## src/sv/msa_pkg.sv

```systemverilog
// Types and constants of the mark-sweep slot allocator.
package msa_pkg;

  localparam int ACT_W     = 2;
  localparam int SLOT_W    = 10;
  localparam int STAT_W    = 2;
  localparam int CNT_W     = 11;
  localparam int TRIG_W    = 16;
  localparam int CFG_IDX_W = 1;

  // Action codes
  localparam logic [ACT_W-1:0] ACT_ALLOC = 2'd0;
  localparam logic [ACT_W-1:0] ACT_MARK  = 2'd1;
  localparam logic [ACT_W-1:0] ACT_SWEEP = 2'd2;

  // Status codes
  localparam logic [STAT_W-1:0] STAT_OK       = 2'd0;
  localparam logic [STAT_W-1:0] STAT_OOM      = 2'd1;
  localparam logic [STAT_W-1:0] STAT_NOT_USED = 2'd2;

  // Configuration register indexes
  localparam logic [CFG_IDX_W-1:0] CFG_FIRST_TRIG = 1'b0;
  localparam logic [CFG_IDX_W-1:0] CFG_LATER_TRIG = 1'b1;

  localparam logic [TRIG_W-1:0] FIRST_TRIG_RST = 16'd500;
  localparam logic [TRIG_W-1:0] LATER_TRIG_RST = 16'd100;
  localparam logic [TRIG_W-1:0] ALLOC_MAX      = 16'hFFFF;

  typedef struct packed {
    logic used;
    logic mark;
  } slot_st_t;

  typedef struct packed {
    logic fs_we;
    logic st_we;
  } pool_wen_t;

endpackage

```

## src/sv/msa_ctrl.sv

```systemverilog
// Sequencer: fill pass, allocate, mark, sweep walk, and the result register.
module msa_ctrl import msa_pkg::*; #(
  parameter int SLOTS = 1024,
  localparam int IDX_W = $clog2(SLOTS)
) (
  input  logic              clk,
  input  logic              rst_n,
  input  logic              in_valid,
  output logic              in_stall,
  input  logic [ACT_W-1:0]  in_action,
  input  logic [SLOT_W-1:0] in_target_slot,
  output logic              out_valid,
  input  logic              out_stall,
  output logic [SLOT_W-1:0] out_granted_slot,
  output logic [STAT_W-1:0] out_status,
  output logic [CNT_W-1:0]  out_freed_count,
  output logic [CNT_W-1:0]  out_live_count,
  output logic              out_gc_due,
  input  logic [TRIG_W-1:0] first_trig,
  input  logic [TRIG_W-1:0] later_trig,
  output pool_wen_t         wen,
  output logic [IDX_W-1:0]  fs_waddr,
  output logic [IDX_W-1:0]  fs_wdata,
  output logic [IDX_W-1:0]  fs_raddr,
  output logic [IDX_W-1:0]  st_waddr,
  output slot_st_t          st_wdata,
  output logic [IDX_W-1:0]  st_raddr,
  input  logic [IDX_W-1:0]  fs_rdata,
  input  slot_st_t          st_rdata
);

  localparam logic [IDX_W:0]   SLOTS_V = (IDX_W+1)'(SLOTS);
  localparam logic [IDX_W-1:0] LAST_V  = IDX_W'(SLOTS - 1);

  typedef enum logic [2:0] {
    S_FILL, S_IDLE, S_ALLOC, S_MARK, S_SWEEP, S_HOLD
  } state_t;

  state_t            state_r, state_nxt;
  logic [IDX_W-1:0]  fill_r, fill_nxt;
  logic [IDX_W:0]    stack_top_r, stack_top_nxt;
  logic [TRIG_W-1:0] alloc_cnt_r, alloc_cnt_nxt;
  logic              first_done_r, first_done_nxt;
  logic [IDX_W:0]    scan_r, scan_nxt;
  logic              chk_vld_r, chk_vld_nxt;
  logic [IDX_W-1:0]  chk_idx_r, chk_idx_nxt;
  logic [IDX_W:0]    freed_r, freed_nxt;
  logic [IDX_W-1:0]  tgt_r, tgt_nxt;
  logic              tgt_ok_r, tgt_ok_nxt;
  logic [SLOT_W-1:0] hold_granted_r, hold_granted_nxt;
  logic [STAT_W-1:0] hold_status_r, hold_status_nxt;
  logic [CNT_W-1:0]  hold_freed_r, hold_freed_nxt;
  logic              out_valid_r, out_valid_nxt;
  logic [SLOT_W-1:0] out_granted_r, out_granted_nxt;
  logic [STAT_W-1:0] out_status_r, out_status_nxt;
  logic [CNT_W-1:0]  out_freed_r, out_freed_nxt;
  logic [CNT_W-1:0]  out_live_r, out_live_nxt;
  logic              out_due_r, out_due_nxt;

  logic              out_free, acc, pool_full, tgt_ok, fin, do_free, due;
  logic [IDX_W-1:0]  tgt_addr;
  logic [SLOT_W-1:0] res_granted;
  logic [STAT_W-1:0] res_status;
  logic [CNT_W-1:0]  res_freed;

  assign out_free  = !out_valid_r || !out_stall;
  assign in_stall  = (state_r != S_IDLE);
  assign acc       = in_valid && !in_stall;
  assign pool_full = (stack_top_r >= SLOTS_V);
  assign tgt_addr  = IDX_W'(in_target_slot);
  assign tgt_ok    = (32'(in_target_slot) < SLOTS);
  assign do_free   = chk_vld_r && st_rdata.used && !st_rdata.mark && (stack_top_r != '0);

  // gc_due on the state as it stands after this item
  assign due = (alloc_cnt_nxt >= later_trig) &&
               (first_done_nxt || (alloc_cnt_nxt >= first_trig));

  assign fs_raddr = stack_top_r[IDX_W-1:0];
  assign st_raddr = (state_r == S_SWEEP) ? scan_r[IDX_W-1:0] : tgt_addr;

  always_comb begin
    state_nxt        = state_r;
    fill_nxt         = fill_r;
    stack_top_nxt    = stack_top_r;
    alloc_cnt_nxt    = alloc_cnt_r;
    first_done_nxt   = first_done_r;
    scan_nxt         = scan_r;
    chk_vld_nxt      = chk_vld_r;
    chk_idx_nxt      = chk_idx_r;
    freed_nxt        = freed_r;
    tgt_nxt          = tgt_r;
    tgt_ok_nxt       = tgt_ok_r;
    hold_granted_nxt = hold_granted_r;
    hold_status_nxt  = hold_status_r;
    hold_freed_nxt   = hold_freed_r;
    wen              = '0;
    fs_waddr         = '0;
    fs_wdata         = '0;
    st_waddr         = '0;
    st_wdata         = '0;
    fin              = 1'b0;
    res_granted      = '0;
    res_status       = STAT_OK;
    res_freed        = '0;

    case (state_r)
      S_FILL: begin
        wen.fs_we = 1'b1;
        wen.st_we = 1'b1;
        fs_waddr  = fill_r;
        fs_wdata  = fill_r;
        st_waddr  = fill_r;
        if (fill_r == LAST_V) begin
          state_nxt = S_IDLE;
        end else begin
          fill_nxt = fill_r + IDX_W'(1);
        end
      end
      S_IDLE: begin
        if (acc) begin
          hold_granted_nxt = '0;
          hold_status_nxt  = STAT_OK;
          hold_freed_nxt   = '0;
          case (in_action)
            ACT_ALLOC: begin
              if (pool_full) begin
                hold_status_nxt = STAT_OOM;
                state_nxt       = S_HOLD;
              end else begin
                state_nxt = S_ALLOC;
              end
            end
            ACT_MARK: begin
              tgt_nxt    = tgt_addr;
              tgt_ok_nxt = tgt_ok;
              state_nxt  = S_MARK;
            end
            ACT_SWEEP: begin
              scan_nxt    = '0;
              chk_vld_nxt = 1'b0;
              freed_nxt   = '0;
              state_nxt   = S_SWEEP;
            end
            default: begin
              state_nxt = S_HOLD;
            end
          endcase
        end
      end
      S_ALLOC: begin
        // free slots never carry a mark, so the mark bit is written clear
        wen.st_we     = 1'b1;
        st_waddr      = fs_rdata;
        st_wdata.used = 1'b1;
        stack_top_nxt = stack_top_r + (IDX_W+1)'(1);
        if (alloc_cnt_r != ALLOC_MAX) begin
          alloc_cnt_nxt = alloc_cnt_r + TRIG_W'(1);
        end
        fin         = 1'b1;
        res_granted = SLOT_W'(fs_rdata);
      end
      S_MARK: begin
        fin = 1'b1;
        if (tgt_ok_r && st_rdata.used) begin
          wen.st_we     = 1'b1;
          st_waddr      = tgt_r;
          st_wdata.used = 1'b1;
          st_wdata.mark = 1'b1;
        end else begin
          res_status = STAT_NOT_USED;
        end
      end
      S_SWEEP: begin
        // read slot k+1 while slot k is written back
        if (scan_r != SLOTS_V) begin
          scan_nxt    = scan_r + (IDX_W+1)'(1);
          chk_vld_nxt = 1'b1;
          chk_idx_nxt = scan_r[IDX_W-1:0];
        end else begin
          chk_vld_nxt = 1'b0;
        end
        if (chk_vld_r) begin
          wen.st_we     = 1'b1;
          st_waddr      = chk_idx_r;
          st_wdata.used = st_rdata.used && !do_free;
          if (do_free) begin
            wen.fs_we     = 1'b1;
            fs_waddr      = stack_top_r[IDX_W-1:0] - IDX_W'(1);
            fs_wdata      = chk_idx_r;
            stack_top_nxt = stack_top_r - (IDX_W+1)'(1);
            freed_nxt     = freed_r + (IDX_W+1)'(1);
          end
        end
        if ((scan_r == SLOTS_V) && !chk_vld_r) begin
          fin            = 1'b1;
          res_freed      = CNT_W'(freed_r);
          alloc_cnt_nxt  = '0;
          first_done_nxt = 1'b1;
        end
      end
      S_HOLD: begin
        if (out_free) begin
          state_nxt = S_IDLE;
        end
      end
      default: begin
        state_nxt = S_IDLE;
      end
    endcase

    if (fin) begin
      if (out_free) begin
        state_nxt = S_IDLE;
      end else begin
        hold_granted_nxt = res_granted;
        hold_status_nxt  = res_status;
        hold_freed_nxt   = res_freed;
        state_nxt        = S_HOLD;
      end
    end
  end

  always_comb begin
    out_valid_nxt   = out_valid_r;
    out_granted_nxt = out_granted_r;
    out_status_nxt  = out_status_r;
    out_freed_nxt   = out_freed_r;
    out_live_nxt    = out_live_r;
    out_due_nxt     = out_due_r;
    if (out_valid_r && !out_stall) begin
      out_valid_nxt = 1'b0;
    end
    if (fin && out_free) begin
      out_valid_nxt   = 1'b1;
      out_granted_nxt = res_granted;
      out_status_nxt  = res_status;
      out_freed_nxt   = res_freed;
      out_live_nxt    = CNT_W'(stack_top_nxt);
      out_due_nxt     = due;
    end else if ((state_r == S_HOLD) && out_free) begin
      out_valid_nxt   = 1'b1;
      out_granted_nxt = hold_granted_r;
      out_status_nxt  = hold_status_r;
      out_freed_nxt   = hold_freed_r;
      out_live_nxt    = CNT_W'(stack_top_nxt);
      out_due_nxt     = due;
    end
  end

  always_ff @(posedge clk) begin
    if (!rst_n) begin
      state_r      <= S_FILL;
      fill_r       <= '0;
      stack_top_r  <= '0;
      alloc_cnt_r  <= '0;
      first_done_r <= 1'b0;
      scan_r       <= '0;
      chk_vld_r    <= 1'b0;
      out_valid_r  <= 1'b0;
    end else begin
      state_r      <= state_nxt;
      fill_r       <= fill_nxt;
      stack_top_r  <= stack_top_nxt;
      alloc_cnt_r  <= alloc_cnt_nxt;
      first_done_r <= first_done_nxt;
      scan_r       <= scan_nxt;
      chk_vld_r    <= chk_vld_nxt;
      out_valid_r  <= out_valid_nxt;
    end
    chk_idx_r      <= chk_idx_nxt;
    freed_r        <= freed_nxt;
    tgt_r          <= tgt_nxt;
    tgt_ok_r       <= tgt_ok_nxt;
    hold_granted_r <= hold_granted_nxt;
    hold_status_r  <= hold_status_nxt;
    hold_freed_r   <= hold_freed_nxt;
    out_granted_r  <= out_granted_nxt;
    out_status_r   <= out_status_nxt;
    out_freed_r    <= out_freed_nxt;
    out_live_r     <= out_live_nxt;
    out_due_r      <= out_due_nxt;
  end

  assign out_valid        = out_valid_r;
  assign out_granted_slot = out_granted_r;
  assign out_status       = out_status_r;
  assign out_freed_count  = out_freed_r;
  assign out_live_count   = out_live_r;
  assign out_gc_due       = out_due_r;

endmodule

```

## config.mk

```make
export PLATFORM = sky130hd
export DESIGN_NAME = msa_ctrl
export DESIGN_NICKNAME = d
export VERILOG_FILES = /design/src/sv/msa_pkg.sv /design/src/sv/msa_ctrl.sv
export SDC_FILE = /design/constraint.sdc
export NUM_CORES = 1
export LEC_CHECK = 0
export ABC_AREA = 1
export BUFFER_PORTS_ARGS = -buffer_cell sky130_fd_sc_hd__buf_4
export CAP_MARGIN = 40
export CORE_MARGIN = 3
export CORE_UTILIZATION = 32
export CTS_CLUSTER_SIZE = 8
export DETAILED_ROUTE_END_ITERATION = 12
export HOLD_SLACK_MARGIN = 0.03
export RECOVER_POWER = 100
export SYNTH_ARGS = -nofsm -noshare
export SYNTH_HDL_FRONTEND = slang
export SYNTH_SLANG_ARGS = --single-unit
export TNS_END_PERCENT = 20
```

## constraint.sdc

```tcl
create_clock -name clk -period 3.8 [get_ports clk]
set_clock_uncertainty 0.15 [all_clocks]
set_input_delay 0.38 -clock clk [delete_from_list [all_inputs] [get_ports clk]]
set_output_delay 0.38 -clock clk [all_outputs]
set_load 0.02 [all_outputs]
```

* Word level (Yosys, flattened, before mapping) *
Cells that the tools add are included.
Widths: inputs -> output; s select.

storage, ports and cells
  input port bits = 60
  output and inout port bits = 91
  logic and storage cells = 165
  register bits = 143

operators by class
  bitwise operators = 1
  $add $sub $neg = 7
  reductions and logical operators = 34
  order comparisons = 3
  equality and inequality tests = 21
  multiplexer cells = 80

operators with widths
  cell                   number
  $mux 11                17
  $mux 10                14
  $pmux 11 s2            3
  $pmux 10 s2            2
  $pmux 10 s4            1
  $add 11x1->11 const B  3
  $ge 16x16->1           2
  $mux 16                2
  $pmux 16 s2            1
  $mux 2                 10
  $mux 3                 6
  $mux 1                 17
  $add 16x1->16 const B  1
  $ne 16x16->1 const B   1
  $pmux 3 s4             1
  $eq 11x11->1 const B   1
  $ge 11x11->1 const B   1
  $ne 11x11->1 const B   1
  $reduce_bool 11->1     1
  $sub 11x1->11 const B  1
  $add 10x1->10 const B  1
  $eq 10x10->1 const B   1
  $logic_and 1x1->1      10
  $sub 10x1->10 const B  1
  other kinds (25)       47

* Longest topological paths before layout *
  depth after elaboration = 9
  depth in mapped cells = 22
  gate-level depth less buffers = 22

* Least setup slack after synthesis *
Ideal clock, no wire load.

  path type = reg-to-reg
  from = register out_valid_r (netlist: out_valid)
  to = register out_freed_r[0] (netlist: out_freed_count[0]) (enable)
  slack = -0.278 ns
  clock period less this slack = 4.078 ns
  required time = 3.174 ns
  setup time = 0.476 ns
  path buffers = 1
  stages on the path, launching flop included = 5
  arrival time = 3.452 ns
  path through = dfxtp_1 -> nand2_1 -> inv_1 -> clkbuf_1 -> o21ai_0

on the way
  word-level cells in the longest chain between the ends = 4
  elaborated cells on any way between the ends = 5
  those cells by class = 5 x reduce/logical

RTL lines
  element                                 line                              text
  start, declared                         msa_ctrl.sv:53                    logic out_valid_r, out_valid_nxt;
  start signal, assigned                  msa_ctrl.sv:268                   out_valid_r <= out_valid_nxt;
  $logic_not 1->1 (*)                     msa_ctrl.sv:66                    assign out_free = !out_valid_r || !out_stall;
  $logic_or 1x1->1 (*)                    msa_ctrl.sv:66
  $logic_and 1x1->1 (on tied branches)    msa_ctrl.sv:233, msa_ctrl.sv:240
  $reduce_bool 2->1 (no source line) (*)  --
  end signal, assigned                    msa_ctrl.sv:279                   out_freed_r <= out_freed_nxt;
  end, declared                           msa_ctrl.sv:56                    logic [CNT_W-1:0] out_freed_r, out_freed_nxt;

Mark *: on every way between the ends. The rest lies on a longest branch, timed or not.
A chain may end at the register's enable or synchronous reset.

* Worst setup path in the final report *
  from = register stack_top_r[0]
  to = output fs_waddr[0]

on the way
  word-level cells in the longest chain between the ends = 5
  elaborated cells on any way between the ends = 6
  those cells by class = 1 x add/sub; 3 x mux; 2 x reduce/logical

RTL lines
  element                                                                line             text
  start, declared                                                        msa_ctrl.sv:41   logic [IDX_W:0] stack_top_r, stack_top_nxt;
  start signal, assigned                                                 msa_ctrl.sv:263  stack_top_r <= stack_top_nxt;
  parallel branches: the longest is 2 deep, another holds $sub 10x1->10  --
  $mux 10 (*)                                                            msa_ctrl.sv:186  if (do_free) begin
  $mux 10 (*)                                                            msa_ctrl.sv:182  if (chk_vld_r) begin
  $pmux 10 s2 (*)                                                        msa_ctrl.sv:106  case (state_r)
  end, declared                                                          msa_ctrl.sv:22   output logic [IDX_W-1:0] fs_waddr,

Mark *: on every way between the ends.

==> flow_summary.json <==
{
  "post-route-period-util_pct": 90.6,
  "grt_max_degree": 45,
  "syn_area_per_cell_um2": 7.36,
  "synth_edf_count": 66,
  "timing.rr.start": "scan_r[0]",
  "crit_type": "reg2out",
  "hp-class": "in2reg",
  "core_area_mm2": 0.0261,
  "n_antenna_cell": 0,
  "min_period_ps": 3440,
  "worst_pin_slew_ps": 1430,
  "cts_sinks": 143,
  "dp_cells": 1600,
  "h-tree-depth": 4,
  "min_from": "fs_rdata[5]",
  "grt_pass1_vias": 7535,
  "drv_cap": 0,
  "fin_hold_ws_ps": 50.8,
  "die_h_um": 169,
  "startpoint": "stack_top_r[0]",
  "cp.required_ps": 3270,
  "final_common_cell": "nand2_1",
  "post_cts_buffers": 0,
  "clkTransAtPathRegs_ps": 60,
  "drc": 0,
  "setup_viol": 0,
  "rsz0062_at_grt": "no",
  "grt_overflow": 0,
  "layout_common_cells": "nand2_1, inv_1, nor2_1, clkbuf_1, nand3_1",
  "wire_per_inst_um": 15.2,
  "hold_viol_final": 0,
  "grt_first_pass_wirelength_mm": 39.2,
  "cts.path.max_buffers": 2,
  "synthArstFlopShare_pct": 0,
  "wirelength_mm": 24.9,
  "final_antenna_net_count": 0,
  "root_buffer": "clkbuf_16",
  "rows": 59,
  "initialDrtViolationCount": 647,
  "fmax_mhz": 290,
  "drv_slew": 0,
  "slew-limit-headroom_pct": 4.77,
  "antenna_found_initial": 0,
  "drive_above_1_share_pct": 8.80,
  "ys_types": 43,
  "synth-seq-cells": 143,
  "syn-num-nets": 1258,
  "synth_cells": 1158,
  "num_io_pins": 151,
  "synthToLayoutAreaGrowth_pct": 17.5,
  "num_vias": 7967,
  "yosysSeqAreaShare_pct": 41.3,
  "gp_congestion": 0.913,
  "total_power_mw": 4.59,
  "final_cells": 1642,
  "dieArea_mm2": 0.0286,
  "vias_per_cell": 4.85,
  "grt_use_total_pct": 17.1,
  "fin_nets": 1394,
  "io_buffers": 150,
  "arrival_ps": 2910,
  "critPathCaptureType": "output port",
  "initial_utilization_pct": 32.6,
  "pre_cts_ws_ps": 632,
  "clk_latency_ps": 420,
  "power_density_mw_per_mm2": 458,
  "tns_ps": 0,
  "status": "finished, final reports clean",
  "cts_tree": "yes",
  "die_x_um": 169,
  "hpwlAfterDp_mm": 18.6,
  "synth_area_mm2": 0.00852,
  "cts-buffers-inserted": 17,
  "crit_fanout": 16,
  "ir_drop_mv": 0.369,
  "power.leakage_nw": 4.34,
  "yosys_most_used_dff": "dfxtp_1",
  "layout_setup_ws_ps": 356,
  "drt_pass1_iterations": 5,
  "crit_path_start_kind": "flip-flop",
  "synth_warnings": 0
}
[state kept, by name, indices dropped and copies added, names as in the netlist, 3 cells and up]
register	count
stack_top_r	11
state_r	3
scan_r	11
alloc_cnt_r	16
out_live_count	11
freed_r	11
hold_granted_r	10
out_granted_slot	10
tgt_r	10
fill_r	10
hold_freed_r	11
out_freed_count	11
chk_idx_r	10
[where the power goes]
part	internal (mW)	switching (mW)	total [mW]
logic	0.336	0.825	1.16
clock network	0.965	0.669	1.63
registers	1.72	0.0782	1.80
[synthesized netlist by cell type, types with 2 or more instances]
cell / n / area, µm²
a21oi_1: 58 / 290
a31oi_1: 3 / 18.8
and3_1: 2 / 12.5
buf_2: 19 / 95.1
buf_4: 14 / 105
buf_6: 6 / 67.6
clkbuf_1: 11 / 41.3
dfxtp_1: 77 / 1540
edfxtp_1: 66 / 1980
ha_1: 40 / 500
inv_1: 143 / 537
inv_2: 5 / 18.8
nand2_1: 309 / 1160
nand2_2: 10 / 62.6
nand2_4: 4 / 45.0
nand3_1: 98 / 490
nand3b_1: 4 / 30.0
nand4_1: 28 / 175
nor2_1: 111 / 417
nor2_2: 10 / 62.6
nor2_4: 3 / 33.8
nor3_1: 15 / 75.1
nor4_1: 2 / 12.5
o211ai_1: 2 / 15.0
o21ai_0: 57 / 285
o21ai_1: 20 / 100
o21ai_2: 11 / 96.3
o21bai_1: 2 / 15.0
o31ai_1: 7 / 52.6
or2_2: 2 / 12.5
xor2_1: 7 / 61.3
[critical path, stage by stage (launching register included)]
cell	delay, ps
dfxtp_1	380
inv_1	190
ha_1	220
nand2_1	160
nor2_1	260
nand2_2	120
nand2_1	500
inv_1	100
ha_1	200
nand2_1	100
nand2_1	80
buf_4	160
[cell families (layout without fill, tap and decap cells)]
logic type | count (synthesis) | count (layout) | synth area share [%]
AOI/OAI and AO/OA | 165 | 165 | 10.7
xor gates and xnor gates | 7 | 7 | 0.719
adders and majority gates | 40 | 40 | 5.87
buffers and inverters | 200 | 349 | 10.3
DFF | 143 | 143 | 41.3
and+or+nand+nor | 603 | 603 | 31.1
[layer usage]
metal  share of wire, %  GRT usage [%]  up-vias
met5                  0              0        -
met4                2.1           6.86        0
met3                5.4           2.24       29
met2                 45           27.4      260
met1                 48           23.6     3617
li1                   -              -     4061
[path summary, 6_finish.rpt]
kind	to	cells after the start	slack, ps
setup reg to reg	out_granted_slot[4]	9	420
hold / removal	hold_granted_r[5]	3	50
hold reg to reg	fill_r[5]	2	330
setup / recovery	fs_waddr[0]	11	360
[timing repair]
item,CTS,global route
resized for setup,0,0
hold buffers,10,0
hold endpoints to repair,10,0
[cell type report]
| class | count | area, µm² |
|---|---|---|
| timing repair buffer | 168 | 912 |
| fill | 2828 | 16100 |
| tap | 335 | 419 |
| clock buffer | 18 | 429 |
| multi-input combinational | 815 | 4030 |
| inverter | 149 | 562 |
| sequential | 143 | 3520 |
| clock inverter | 14 | 143 |
[per-stage QoR]
step                      util (%)  instance area (µm²)
after floorplan                  -                 8520
after global placement        37.7                 9840
after detailed placement      37.7                 9840
after CTS                     40.2                10500
after global routing          38.3                10000
final                         38.3                10000
No activity file was read; power rests on OpenSTA's default activity.
